===== src/hw/rtl/hmlf_pkg.sv =====
package hmlf_pkg;

	typedef enum logic [8:0] {
		PH_LEAD  = 9'b000000001,
		PH_HEAD  = 9'b000000010,
		PH_CSIZE = 9'b000000100,
		PH_CDATA = 9'b000001000,
		PH_CCRLF = 9'b000010000,
		PH_TRAIL = 9'b000100000,
		PH_DONE  = 9'b001000000,
		PH_TOEND = 9'b010000000,
		PH_FAIL  = 9'b100000000
	} phase_t;

	localparam logic [1:0] KW_NONE = 2'd0;
	localparam logic [1:0] KW_CLEN = 2'd1;
	localparam logic [1:0] KW_TENC = 2'd2;

	localparam int CLEN_KEY_LEN  = 15;
	localparam int TENC_KEY_LEN  = 18;
	localparam int CLEN_MIN_LINE = 17;
	localparam int TENC_MIN_LINE = 26;

	localparam logic [7:0] CH_LF = 8'h0a;
	localparam logic [7:0] CH_SP = 8'h20;
	localparam logic [7:0] CH_HT = 8'h09;

	localparam logic [1:0] REG_CONN_CLOSED = 2'd0;
	localparam logic [1:0] REG_HEAD_REQ    = 2'd1;
	localparam logic [1:0] REG_CONNECT_REQ = 2'd2;

	typedef struct packed {
		logic conn_closed;
		logic head_request;
		logic connect_request;
	} cfg_t;

	function automatic logic is_ws(input logic [7:0] b);
		return (b == 8'h20) || (b >= 8'd9 && b <= 8'd13);
	endfunction

	function automatic logic is_dig(input logic [7:0] b);
		return (b >= 8'h30) && (b <= 8'h39);
	endfunction

	function automatic logic [7:0] to_lower(input logic [7:0] b);
		return (b >= 8'h41 && b <= 8'h5a) ? b + 8'd32 : b;
	endfunction

	// Hex digit value, 16 when the octet is not a hex digit.
	function automatic logic [4:0] hex_val(input logic [7:0] b);
		logic [7:0] l;
		l = to_lower(b);
		if (is_dig(b)) return {1'b0, b[3:0]};
		if (l >= 8'h61 && l <= 8'h66) return 5'(l - 8'h57);
		return 5'd16;
	endfunction

	function automatic logic [7:0] clen_char(input logic [4:0] i);
		logic [7:0] r;
		case (i)
			5'd0: r = "c"; 5'd1: r = "o"; 5'd2: r = "n"; 5'd3: r = "t";
			5'd4: r = "e"; 5'd5: r = "n"; 5'd6: r = "t"; 5'd7: r = "-";
			5'd8: r = "l"; 5'd9: r = "e"; 5'd10: r = "n"; 5'd11: r = "g";
			5'd12: r = "t"; 5'd13: r = "h"; 5'd14: r = ":";
			default: r = 8'h00;
		endcase
		return r;
	endfunction

	function automatic logic [7:0] tenc_char(input logic [4:0] i);
		logic [7:0] r;
		case (i)
			5'd0: r = "t"; 5'd1: r = "r"; 5'd2: r = "a"; 5'd3: r = "n";
			5'd4: r = "s"; 5'd5: r = "f"; 5'd6: r = "e"; 5'd7: r = "r";
			5'd8: r = "-"; 5'd9: r = "e"; 5'd10: r = "n"; 5'd11: r = "c";
			5'd12: r = "o"; 5'd13: r = "d"; 5'd14: r = "i"; 5'd15: r = "n";
			5'd16: r = "g"; 5'd17: r = ":";
			default: r = 8'h00;
		endcase
		return r;
	endfunction

	function automatic logic [7:0] chunk_char(input logic [2:0] i);
		logic [7:0] r;
		case (i)
			3'd0: r = "c"; 3'd1: r = "h"; 3'd2: r = "u"; 3'd3: r = "n";
			3'd4: r = "k"; 3'd5: r = "e"; 3'd6: r = "d";
			default: r = 8'h00;
		endcase
		return r;
	endfunction

	function automatic logic [7:0] http_char(input logic [3:0] i);
		logic [7:0] r;
		case (i)
			4'd0: r = "H"; 4'd1: r = "T"; 4'd2: r = "T"; 4'd3: r = "P";
			4'd4: r = "/";
			default: r = 8'h00;
		endcase
		return r;
	endfunction

endpackage


===== src/hw/rtl/http1_message_length_framer_top.sv =====
// The result of a last octet is registered in the parser, then in the output register; a held output can delay it.
// Throughput: one octet per cycle while in_stall is low; the parser register updates on every accepted octet.
// The result path holds an output register and one skid entry. The octet input is stalled while
// the skid entry is taken, and in a cycle where a result arrives while the output register is held.
// Reset (arst_n low) clears registers to zero and the parser to its leading-line state.
module http1_message_length_framer_top import hmlf_pkg::*; #(
	parameter int LENGTH_WIDTH = 32,
	parameter int MIN_MESSAGE  = 16
) (
	input  logic        clk,
	input  logic        arst_n,
	input  logic        psel,
	input  logic        penable,
	input  logic        pwrite,
	input  logic [3:0]  paddr,
	input  logic [31:0] pwdata,
	output logic [31:0] prdata,
	output logic        pready,
	input  logic        in_valid,
	output logic        in_stall,
	input  logic [7:0]  data_byte,
	input  logic        last_byte,
	output logic        out_valid,
	input  logic        out_stall,
	output logic        complete,
	output logic [30:0] message_length
);

	cfg_t        cfg;
	logic        acc;
	logic        res_valid, res_complete;
	logic [30:0] res_length;

	// An octet is taken whenever it is offered and the result path can still hold a request.
	assign acc = in_valid && !in_stall;

	hmlf_cfg_regs u_cfg (
		.clk, .arst_n, .psel, .penable, .pwrite, .paddr, .pwdata, .prdata, .pready, .cfg
	);

	// The parser walks the whole RFC 7230 framing state in one step per octet.
	hmlf_parser #(.LENGTH_WIDTH(LENGTH_WIDTH), .MIN_MESSAGE(MIN_MESSAGE)) u_parser (
		.clk, .arst_n, .cfg,
		.in_valid(acc), .in_byte(data_byte), .in_last(last_byte),
		.res_valid, .res_complete, .res_length
	);

	hmlf_out_skid u_skid (
		.clk, .arst_n,
		.in_valid(res_valid), .in_complete(res_complete), .in_length(res_length),
		.in_stall,
		.out_valid, .out_complete(complete), .out_length(message_length),
		.out_stall
	);

	// An incomplete request carries a zero length.
	a_zero_len: assert property (@(posedge clk) disable iff (!arst_n)
		out_valid && !complete |-> message_length == '0)
		else $error("incomplete result with nonzero length");

	// A result only follows the last octet of a buffer.
	a_res_src: assert property (@(posedge clk) disable iff (!arst_n)
		res_valid |-> $past(acc && last_byte))
		else $error("result without last octet");

	// A complete request always carries a nonzero length.
	a_min_len: assert property (@(posedge clk) disable iff (!arst_n)
		out_valid && complete |-> message_length != '0)
		else $error("complete result with zero length");

endmodule


===== src/hw/rtl/hmlf_cfg_regs.sv =====
module hmlf_cfg_regs import hmlf_pkg::*; (
	input  logic        clk,
	input  logic        arst_n,
	input  logic        psel,
	input  logic        penable,
	input  logic        pwrite,
	input  logic [3:0]  paddr,
	input  logic [31:0] pwdata,
	output logic [31:0] prdata,
	output logic        pready,
	output cfg_t        cfg
);

	cfg_t cfg_q;
	logic [1:0] idx;

	assign idx = paddr[3:2];
	assign pready = 1'b1;
	assign cfg = cfg_q;

	always_ff @(posedge clk or negedge arst_n) begin
		if (!arst_n) begin
			cfg_q <= '0;
		end else if (psel && penable && pwrite) begin
			unique case (idx)
				REG_CONN_CLOSED: cfg_q.conn_closed     <= pwdata[0];
				REG_HEAD_REQ:    cfg_q.head_request    <= pwdata[0];
				REG_CONNECT_REQ: cfg_q.connect_request <= pwdata[0];
				default: ;
			endcase
		end
	end

	always_comb begin
		prdata = '0;
		unique case (idx)
			REG_CONN_CLOSED: prdata[0] = cfg_q.conn_closed;
			REG_HEAD_REQ:    prdata[0] = cfg_q.head_request;
			REG_CONNECT_REQ: prdata[0] = cfg_q.connect_request;
			default: prdata = '0;
		endcase
	end

endmodule


===== src/hw/rtl/hmlf_parser.sv =====
module hmlf_parser import hmlf_pkg::*; #(
	parameter int LENGTH_WIDTH = 32,
	parameter int MIN_MESSAGE  = 16
) (
	input  logic        clk,
	input  logic        arst_n,
	input  cfg_t        cfg,
	input  logic        in_valid,
	input  logic [7:0]  in_byte,
	input  logic        in_last,
	output logic        res_valid,
	output logic        res_complete,
	output logic [30:0] res_length
);

	localparam int LW = LENGTH_WIDTH;
	localparam logic [LW-1:0] LEN_MAX = {1'b0, {(LW-1){1'b1}}};
	localparam logic [LW-1:0] OUT_MAX = (LW > 31) ? LW'(32'h7fffffff) : LEN_MAX;

	phase_t        phase_q;
	logic [LW-1:0] byte_count_q, line_length_q, number_accum_q, clen_value_q;
	logic [LW-1:0] chunk_rem_q, hdr_end_q, result_len_q;
	logic          fold_q, is_resp_q, clen_valid_q, chunked_q;
	logic [3:0]    sl_step_q;
	logic [9:0]    status_q;
	logic [1:0]    kw_q;
	logic [2:0]    cm_q, np_q;

	phase_t        ph;
	logic [LW-1:0] bc, ll, na, clv, cr, he, rl;
	logic          fp, isr, clvd, chs;
	logic [3:0]    ss;
	logic [9:0]    sc;
	logic [1:0]    kw;
	logic [2:0]    cm, np;
	logic          ok;
	logic [LW-1:0] olen;

	function automatic logic [LW-1:0] sat_inc(input logic [LW-1:0] a);
		return (a >= LEN_MAX) ? LEN_MAX : a + 1'b1;
	endfunction

	function automatic logic [LW-1:0] sat_add(input logic [LW-1:0] a, input logic [LW-1:0] b);
		logic [LW:0] s;
		s = {1'b0, a} + {1'b0, b};
		return (s > {1'b0, LEN_MAX}) ? LEN_MAX : s[LW-1:0];
	endfunction

	// Shift-and-add digit step, base 10 or 16; saturates at the length ceiling.
	function automatic logic [LW-1:0] sat_digit(input logic [LW-1:0] acc, input logic hex,
			input logic [3:0] d);
		logic [LW+4:0] p;
		p = hex ? ({5'b0, acc} << 4) : (({5'b0, acc} << 3) + ({5'b0, acc} << 1));
		p = p + (LW+5)'(d);
		return (p > (LW+5)'(LEN_MAX)) ? LEN_MAX : p[LW-1:0];
	endfunction

	function automatic logic [9:0] st_digit(input logic [9:0] s, input logic [7:0] b);
		logic [13:0] t;
		if (s >= 10'd1000) return s;
		t = 14'(s) * 14'd10 + 14'(b[3:0]);
		return (t > 14'd1000) ? 10'd1000 : t[9:0];
	endfunction

	always_comb begin
		logic [7:0] b, lb;
		logic       wsb, dg, sg, xx, le;
		logic [4:0] hv;
		logic       neg;
		b = in_byte;
		ph = phase_q; bc = byte_count_q; ll = line_length_q; na = number_accum_q;
		clv = clen_value_q; cr = chunk_rem_q; he = hdr_end_q; rl = result_len_q;
		fp = fold_q; isr = is_resp_q; clvd = clen_valid_q; chs = chunked_q;
		ss = sl_step_q; sc = status_q; kw = kw_q; cm = cm_q; np = np_q;
		lb = to_lower(b); wsb = is_ws(b); dg = is_dig(b);
		sg = (b == "+") || (b == "-"); xx = (b == "x") || (b == "X");
		hv = hex_val(b);
		le = 1'b0; neg = 1'b0;
		ok = 1'b0; olen = '0;

		// A pending line feed either folds (SP/HT) or closes the header line.
		if (ph == PH_HEAD && fp) begin
			if (b == CH_SP || b == CH_HT) fp = 1'b0;
			else le = 1'b1;
		end
		if (le) begin
			if (ll == LW'(2)) begin
				he = bc;
				if (isr && (cfg.head_request || sc == 10'd204 || sc == 10'd304 ||
						(sc >= 10'd100 && sc <= 10'd199))) begin
					rl = he; ph = PH_DONE;
				end else if (isr && cfg.connect_request && sc >= 10'd200 &&
						sc <= 10'd299) begin
					rl = he; ph = PH_DONE;
				end else if (chs) ph = PH_CSIZE;
				else if (clvd) begin rl = sat_add(he, clv); ph = PH_DONE; end
				else if (!isr) begin rl = he; ph = PH_DONE; end
				else if (cfg.conn_closed) ph = PH_TOEND;
				else ph = PH_FAIL;
			end else begin
				if (kw == KW_CLEN && ll > LW'(CLEN_MIN_LINE)) begin
					neg = (np == 3'd4) || (np == 3'd6);
					clvd = !(neg && na != '0);
					clv = neg ? '0 : na;
				end
				if (kw == KW_TENC && ll > LW'(TENC_MIN_LINE) && cm == 3'd7) chs = 1'b1;
			end
			ll = '0; fp = 1'b0; kw = KW_NONE; cm = '0; np = '0; na = '0; ss = '0;
		end

		bc = sat_inc(bc);

		case (ph)
			PH_LEAD: begin
				if (ss < 4'd14) begin
					if (b == 8'h00) ss = (ss == 4'd13) ? 4'd14 : 4'd15;
					else begin
						case (ss)
							4'd0, 4'd1, 4'd2, 4'd3, 4'd4:
								ss = (b == http_char(ss)) ? ss + 4'd1 : 4'd15;
							4'd5, 4'd8:
								ss = wsb ? ss : sg ? ss + 4'd1 : dg ? ss + 4'd2 : 4'd15;
							4'd6, 4'd9: ss = dg ? ss + 4'd1 : 4'd15;
							4'd7: ss = dg ? 4'd7 : (b == ".") ? 4'd8 : 4'd15;
							4'd10, 4'd11: begin
								if (dg) begin
									if (ss == 4'd11) begin sc = st_digit(sc, b); ss = 4'd13; end
								end else if (sg) begin
									if (b == "-") sc = 10'd1023;
									ss = 4'd12;
								end else ss = wsb ? 4'd11 : 4'd15;
							end
							4'd12: begin
								if (dg) begin sc = st_digit(sc, b); ss = 4'd13; end
								else ss = 4'd15;
							end
							default: begin
								if (dg) sc = st_digit(sc, b); else ss = 4'd14;
							end
						endcase
					end
				end
				ll = sat_inc(ll);
				if (b == CH_LF) begin
					if (ll == LW'(2)) sc = '0;
					else begin isr = (ss == 4'd14); ph = PH_HEAD; end
					ll = '0; fp = 1'b0; kw = KW_NONE; cm = '0; np = '0; na = '0; ss = '0;
				end
			end
			PH_HEAD: begin
				if (ll == '0) begin
					kw = (lb == "c") ? KW_CLEN : (lb == "t") ? KW_TENC : KW_NONE;
				end else if (kw == KW_CLEN) begin
					if (ll < LW'(CLEN_KEY_LEN)) begin
						if (lb != clen_char(ll[4:0])) kw = KW_NONE;
					end else begin
						case (np)
							3'd0: begin
								if (!wsb) begin
									if (b == "+") np = 3'd1;
									else if (b == "-") np = 3'd2;
									else if (dg) begin na = LW'(b[3:0]); np = 3'd3; end
									else np = 3'd5;
								end
							end
							3'd1, 3'd2: begin
								if (dg) begin na = LW'(b[3:0]); np = np + 3'd2; end
								else np = np + 3'd4;
							end
							3'd3, 3'd4: begin
								if (dg) na = sat_digit(na, 1'b0, b[3:0]);
								else np = np + 3'd2;
							end
							default: ;
						endcase
					end
				end else if (kw == KW_TENC) begin
					if (ll < LW'(TENC_KEY_LEN)) begin
						if (lb != tenc_char(ll[4:0])) kw = KW_NONE;
					end else if (cm < 3'd7) begin
						if (b == chunk_char(cm)) cm = cm + 3'd1;
						else cm = (b == "c") ? 3'd1 : 3'd0;
					end
				end
				ll = sat_inc(ll);
				if (b == CH_LF) fp = 1'b1;
			end
			PH_CSIZE: begin
				case (np)
					3'd0: begin
						if (!wsb) begin
							if (b == "+") np = 3'd1;
							else if (b == "-") np = 3'd2;
							else if (b == "0") np = 3'd3;
							else if (!hv[4]) begin na = LW'(hv[3:0]); np = 3'd5; end
							else np = 3'd7;
						end
					end
					3'd1, 3'd2: begin
						if (b == "0") np = np + 3'd2;
						else if (!hv[4]) begin
							if (np == 3'd1) na = LW'(hv[3:0]);
							np = np + 3'd4;
						end else np = 3'd7;
					end
					3'd3, 3'd4: begin
						if (xx || !hv[4]) begin
							if (np == 3'd3 && !hv[4]) na = LW'(hv[3:0]);
							np = np + 3'd2;
						end else np = 3'd7;
					end
					3'd5: begin
						if (!hv[4]) na = sat_digit(na, 1'b1, hv[3:0]); else np = 3'd7;
					end
					3'd6: if (hv[4]) np = 3'd7;
					default: ;
				endcase
				ll = sat_inc(ll);
				if (b == CH_LF) begin
					if (na != '0) begin cr = na; ph = PH_CDATA; end
					else ph = PH_TRAIL;
					ll = '0; fp = 1'b0; kw = KW_NONE; cm = '0; np = '0; na = '0; ss = '0;
				end
			end
			PH_CDATA: begin
				if (cr != '0) cr = cr - 1'b1;
				if (cr == '0) begin ll = '0; ph = PH_CCRLF; end
			end
			PH_CCRLF: begin
				ll = sat_inc(ll);
				if (b == CH_LF) begin
					ph = (ll == LW'(2)) ? PH_CSIZE : PH_FAIL;
					ll = '0; fp = 1'b0; kw = KW_NONE; cm = '0; np = '0; na = '0; ss = '0;
				end
			end
			PH_TRAIL: begin
				ll = sat_inc(ll);
				if (b == CH_LF) begin
					if (ll == LW'(2)) begin rl = bc; ph = PH_DONE; end
					ll = '0;
				end
			end
			PH_DONE, PH_TOEND: ;
			default: ph = PH_FAIL;
		endcase

		// End of buffer: close a dangling header line, then report.
		if (in_last) begin
			if (ph == PH_HEAD && fp) begin
				if (ll == LW'(2)) begin
					he = bc;
					if (isr && (cfg.head_request || sc == 10'd204 || sc == 10'd304 ||
							(sc >= 10'd100 && sc <= 10'd199))) begin
						rl = he; ph = PH_DONE;
					end else if (isr && cfg.connect_request && sc >= 10'd200 &&
							sc <= 10'd299) begin
						rl = he; ph = PH_DONE;
					end else if (chs) ph = PH_CSIZE;
					else if (clvd) begin rl = sat_add(he, clv); ph = PH_DONE; end
					else if (!isr) begin rl = he; ph = PH_DONE; end
					else if (cfg.conn_closed) ph = PH_TOEND;
					else ph = PH_FAIL;
				end
			end
			if (bc >= LW'(MIN_MESSAGE)) begin
				if (ph == PH_DONE) begin ok = 1'b1; olen = rl; end
				else if (ph == PH_TOEND) begin ok = 1'b1; olen = bc; end
			end
			if (olen > OUT_MAX) olen = OUT_MAX;
		end
	end

	always_ff @(posedge clk or negedge arst_n) begin
		if (!arst_n) begin
			phase_q <= PH_LEAD; byte_count_q <= '0; line_length_q <= '0;
			number_accum_q <= '0; clen_value_q <= '0; chunk_rem_q <= '0;
			hdr_end_q <= '0; result_len_q <= '0; fold_q <= 1'b0; is_resp_q <= 1'b0;
			clen_valid_q <= 1'b0; chunked_q <= 1'b0; sl_step_q <= '0; status_q <= '0;
			kw_q <= KW_NONE; cm_q <= '0; np_q <= '0;
			res_valid <= 1'b0; res_complete <= 1'b0; res_length <= '0;
		end else begin
			res_valid <= in_valid && in_last;
			if (in_valid) begin
				res_complete <= ok;
				res_length   <= 31'(olen);
				if (in_last) begin
					phase_q <= PH_LEAD; byte_count_q <= '0; line_length_q <= '0;
					number_accum_q <= '0; clen_value_q <= '0; chunk_rem_q <= '0;
					hdr_end_q <= '0; result_len_q <= '0; fold_q <= 1'b0;
					is_resp_q <= 1'b0; clen_valid_q <= 1'b0; chunked_q <= 1'b0;
					sl_step_q <= '0; status_q <= '0; kw_q <= KW_NONE; cm_q <= '0;
					np_q <= '0;
				end else begin
					phase_q <= ph; byte_count_q <= bc; line_length_q <= ll;
					number_accum_q <= na; clen_value_q <= clv; chunk_rem_q <= cr;
					hdr_end_q <= he; result_len_q <= rl; fold_q <= fp; is_resp_q <= isr;
					clen_valid_q <= clvd; chunked_q <= chs; sl_step_q <= ss;
					status_q <= sc; kw_q <= kw; cm_q <= cm; np_q <= np;
				end
			end
		end
	end

endmodule


===== src/hw/rtl/hmlf_out_skid.sv =====
module hmlf_out_skid import hmlf_pkg::*; (
	input  logic        clk,
	input  logic        arst_n,
	input  logic        in_valid,
	input  logic        in_complete,
	input  logic [30:0] in_length,
	output logic        in_stall,
	output logic        out_valid,
	output logic        out_complete,
	output logic [30:0] out_length,
	input  logic        out_stall
);

	// Main output register plus one skid entry.
	logic        main_v_q, skid_v_q;
	logic        main_c_q, skid_c_q;
	logic [30:0] main_l_q, skid_l_q;

	assign out_valid    = main_v_q;
	assign out_complete = main_c_q;
	assign out_length   = main_l_q;
	// A result arriving while the output register is held takes the skid entry, so the
	// octet source is held back in that cycle as well as while the skid entry is taken.
	assign in_stall     = skid_v_q || (in_valid && main_v_q && out_stall);

	always_ff @(posedge clk or negedge arst_n) begin
		if (!arst_n) begin
			main_v_q <= 1'b0;
			skid_v_q <= 1'b0;
			main_c_q <= 1'b0;
			skid_c_q <= 1'b0;
			main_l_q <= '0;
			skid_l_q <= '0;
		end else begin
			if (!main_v_q || !out_stall) begin
				if (skid_v_q) begin
					main_v_q <= 1'b1; main_c_q <= skid_c_q; main_l_q <= skid_l_q;
					skid_v_q <= in_valid;
					skid_c_q <= in_complete; skid_l_q <= in_length;
				end else begin
					main_v_q <= in_valid; main_c_q <= in_complete; main_l_q <= in_length;
				end
			end else if (in_valid) begin
				skid_v_q <= 1'b1; skid_c_q <= in_complete; skid_l_q <= in_length;
			end
		end
	end

endmodule

===== config.mk =====
export PLATFORM = sky130hd
export DESIGN_NAME = http1_message_length_framer_top
export DESIGN_NICKNAME = d
export VERILOG_FILES = /design/src/hw/rtl/hmlf_pkg.sv /design/src/hw/rtl/http1_message_length_framer_top.sv /design/src/hw/rtl/hmlf_cfg_regs.sv /design/src/hw/rtl/hmlf_parser.sv /design/src/hw/rtl/hmlf_out_skid.sv
export SDC_FILE = /design/constraint.sdc
export NUM_CORES = 2
export LEC_CHECK = 0
export BUFFER_PORTS_ARGS = -buffer_cell sky130_fd_sc_hd__buf_4
export CORE_MARGIN = 1
export CORE_UTILIZATION = 40
export CTS_BUF_LIST = sky130_fd_sc_hd__clkbuf_16
export CTS_CLUSTER_SIZE = 40
export DETAILED_ROUTE_END_ITERATION = 6
export GPL_ROUTABILITY_DRIVEN = 1
export GPL_TIMING_DRIVEN = 0
export SYNTH_ARGS = -nofsm -noshare
export SYNTH_HDL_FRONTEND = slang
export SYNTH_SLANG_ARGS = --single-unit

===== constraint.sdc =====
create_clock -name clk -period 10.2 [get_ports clk]
set_input_delay 1.02 -clock clk [delete_from_list [all_inputs] [get_ports clk]]
set_output_delay 1.02 -clock clk [all_outputs]
set_load 0.005 [all_outputs]

==> run_results.csv <==
group,metric,value,unit
run,cap_violations,0,
routing,wl_per_cell,27.5,um
placement,dp_slack,-3930,ps
setup_path,crit_fanout,10,
timing,rsz0062_at_grt,"false",
timing,layout_setup_ws,-49.0,ps
timing,finalCritPeriodShare,100,%
setup_path,endpoint,"u_parser.res_length[25]",
grt,grt_max_degree,100,
setup_path,critPathLaunch,"data_byte[1]",
grt,antenna_found_initial,3,
setup_path,start_kind,"primary input",
power_and_ir_drop,ir_drop,0.000139,V
finish,ff_latch_area,8230,um2
routing,final_antenna_net_count,0,
power_and_ir_drop,powerDensity,121,nW/um2
logic_synthesis,async_reset_ff_share,100,%
die,core_area,80800,um2
finish,drive_gt1_share,8.72,%
grt,grt_use_total,36.0,%
placement,placed_cells,5507,
logic_synthesis,netlist-cell-type-count,123,
finish,final_common_cell,"nand2_1",
finish,fill_cells,8290,
die,fp.dieH,288,um
routing,num_vias,36700,
clocking,cts_htree_levels,2,
power_and_ir_drop,leakagePower,15.9,nW
setup_path,crit_type,"in -> reg",
setup_path,reg2reg_slack,100,ps
setup_path,critPathArrivalTime,10740,ps
clocking,cts_hold_buf,0,
logic_synthesis,syn-instance-count,4360,
timing,maxSlewHeadroom,7.82,%
timing,slew_viol_final,0,
finish,fin_nets,4699,
min_path,hold_class,"in -> async",
setup_path,cp_slowest_stage_delay,620,ps
timing,hold_viol_final,0,
status,failed_checks,"design-rule violations, negative setup slack",
clocking,cts_tree,"done",
finish,multiInputGateArea,22900,um2
routing,viasPerCell,6.57,
die,die_area,83200,um2
placement,io_buffers,53,
grt,overflow,0,
routing,initialDrtViolationCount,5037,
die,die_w,288,um
clocking,cts_buffers,43,
status,status,"complete, but fails checks",
logic_synthesis,ys_ff_latch,329,
timing,clock_skew,42.9,ps
timing,fmax,0.0976,GHz
logic_synthesis,ys_warn_count,0,
clocking,clock-sinks,329,
logic_synthesis,synth_edf_count,0,
setup_path,r2r_cells,30,
setup_path,crit-reg2reg-capture,"u_parser.res_length[25]",
routing,drc,9,
finish,synthToLayoutAreaGrowth,11.1,%
logic_synthesis,synth_area,32800,um2
clocking,clock_latency,630,ps
finish,final_cells,5591,
logic_synthesis,ys.flop_type,"dfrtp_1",
setup_path,required,10700,ps
die,start_util,40.6,%
placement,dp_hpwl,116,mm
timing,setup_viol,3,
grt,grt_pass1_vias,33900,
placement,gp_congestion,1.01,
logic_synthesis,seq_area_frac_synth,25.1,%
routing,firstDrtPassIters,7,
routing,drt-total-wl,153,mm
clocking,cts_max_path_buffers,3,
timing,worst_pin_slew,1380,ps
setup_path,worst_setup_path_end_kind,"flop",
timing,layout_min_cycle_time,10250,ps
die,io_pins,119,
die,fp-row-count,104,
logic_synthesis,avgSynthCellArea,7.52,um2
grt,grt_pass1_wl,225,mm
clocking,cts_root_buf,"clkbuf_16",
setup_path,reg2reg_from,"u_parser.byte_count_q[0]",
clocking,clk_pin_slew,70,ps
setup_path,slowest_stage,"or4_1",
finish,final_cell_mix,"547 x nand2_1, 403 x o21ai_0, 354 x nor2_1",
## worst max-delay path, delay by kind of cell
| kind | cells | cell delay (ps) |
|---|---|---|
| buffers and inverters | 10 | 2830 |
| AO/OA/AOI/OAI | 14 | 4180 |
| AND/OR/NAND/NOR | 7 | 2140 |
| adder cells (fa/ha/maj) | 2 | 540 |
## synth_stat cells, drive strengths merged (40+ instances only)
master / count / area [um2]
a22oi: 41 / 308
nand3: 114 / 576
nor3: 121 / 611
a21oi: 339 / 1700
ha: 143 / 1790
a211oi: 49 / 378
nand2: 551 / 2090
clkbuf: 251 / 945
and2: 54 / 338
o221ai: 42 / 412
dfrtp: 328 / 8210
mux2i: 55 / 551
a21o: 64 / 480
and3: 51 / 324
inv: 111 / 417
o22ai: 55 / 357
xor2: 71 / 622
nor2: 355 / 1330
o211ai: 40 / 305
o31ai: 41 / 327
a22o: 96 / 841
nand4: 57 / 378
xnor2: 100 / 876
nor4: 67 / 465
nor2b: 48 / 300
a31oi: 44 / 297
mux2: 56 / 631
buf: 90 / 564
o21ai: 429 / 2150
## area by class of cell
cell class | instances | share of cell area (%)
Multi-Input combinational cell | 3608 | 63.0
Sequential cell | 329 | 22.6
Buffer | 340 | 4.38
Tap cell | 1060 | 3.64
Clock buffer | 43 | 2.95
Timing Repair Buffer | 64 | 1.50
Inverter | 112 | 1.15
Clock inverter | 33 | 0.800
Antenna cell | 2 | 0.0137
## metal layers
metal | global-route usage (%) | wire length, um
met1 | 49.1 | 63900
met2 | 53.6 | 64100
met3 | 7.00 | 16200
met4 | 18.8 | 9270
met5 | 0 | 0
## worst min path at each step
stage	from	endpoint	slack [ps]	cells after the start
final	arst_n	u_parser.sl_step_q[3]	330	1
after global routing	arst_n	u_parser.sl_step_q[3]	400	1
after CTS	arst_n	u_parser.sl_step_q[3]	390	1
after detailed placement	u_skid.out_length[20]	u_skid.out_length[20]	470	2
after global placement	u_skid.out_length[16]	u_skid.out_length[16]	470	2
after floorplan	u_parser.res_length[10]	u_parser.res_length[10]	460	2
## where the power goes
group / leakage, nW / switching (mW) / internal (mW)
Sequential: 4.57 / 0.0598 / 1.33
Clock: 0.689 / 0.701 / 0.851
Combinational: 10.6 / 0.995 / 0.452
Total: 15.9 / 1.76 / 2.64
## sequential cells by signal, summed over array words and instances (netlist names), 4 cells and up
register                 flops
u_parser.byte_count_q       32
u_parser.chunk_rem_q        32
u_parser.clen_value_q       32
u_parser.line_length_q      32
u_parser.number_accum_q     32
u_parser.phase_q             9
u_parser.res_length         31
u_parser.result_len_q       32
u_parser.sl_step_q           4
u_parser.status_q           10
u_skid.out_length           31
u_skid.skid_l_q             31
## stage by stage
stage	hold slack, ps	cell area (um2)	util [%]	total power [mW]	TNS (ps)
final	327	36400	45.1	4.39	-58.4
after global routing	398	36400	45.1	4.55	0
after CTS	386	36300	44.9	4.34	0
after detailed placement	473	34700	43.0	2.79	-246980
after global placement	468	34600	42.9	2.78	-247050
after floorplan	456	32900	-	2.31	0
## timing repair
item | in CTS | in global routing
setup buffers | 2 | 5
setup endpoints to repair | 102 | 62
resized for setup | 53 | 40
pin swaps | 2 | 4
endpoints found under the hold margin | 0 | 0
## cells by family (layout without fill, tap and decap cells)
kind of cell	count (synthesis)	in the layout	share of synthesized area [%]
AO/OA/AOI/OAI	1526	1526	30.8
XOR/XNOR	171	171	4.57
other	2	34	0.0229
flip-flops	329	329	25.1
multiplexers	111	111	3.60
adder cells (fa/ha/maj)	149	149	5.82
buffers and inverters	453	592	5.88
AND/OR/NAND/NOR	1619	1619	24.2
Note: power is estimated with default switching activity, not from simulation.
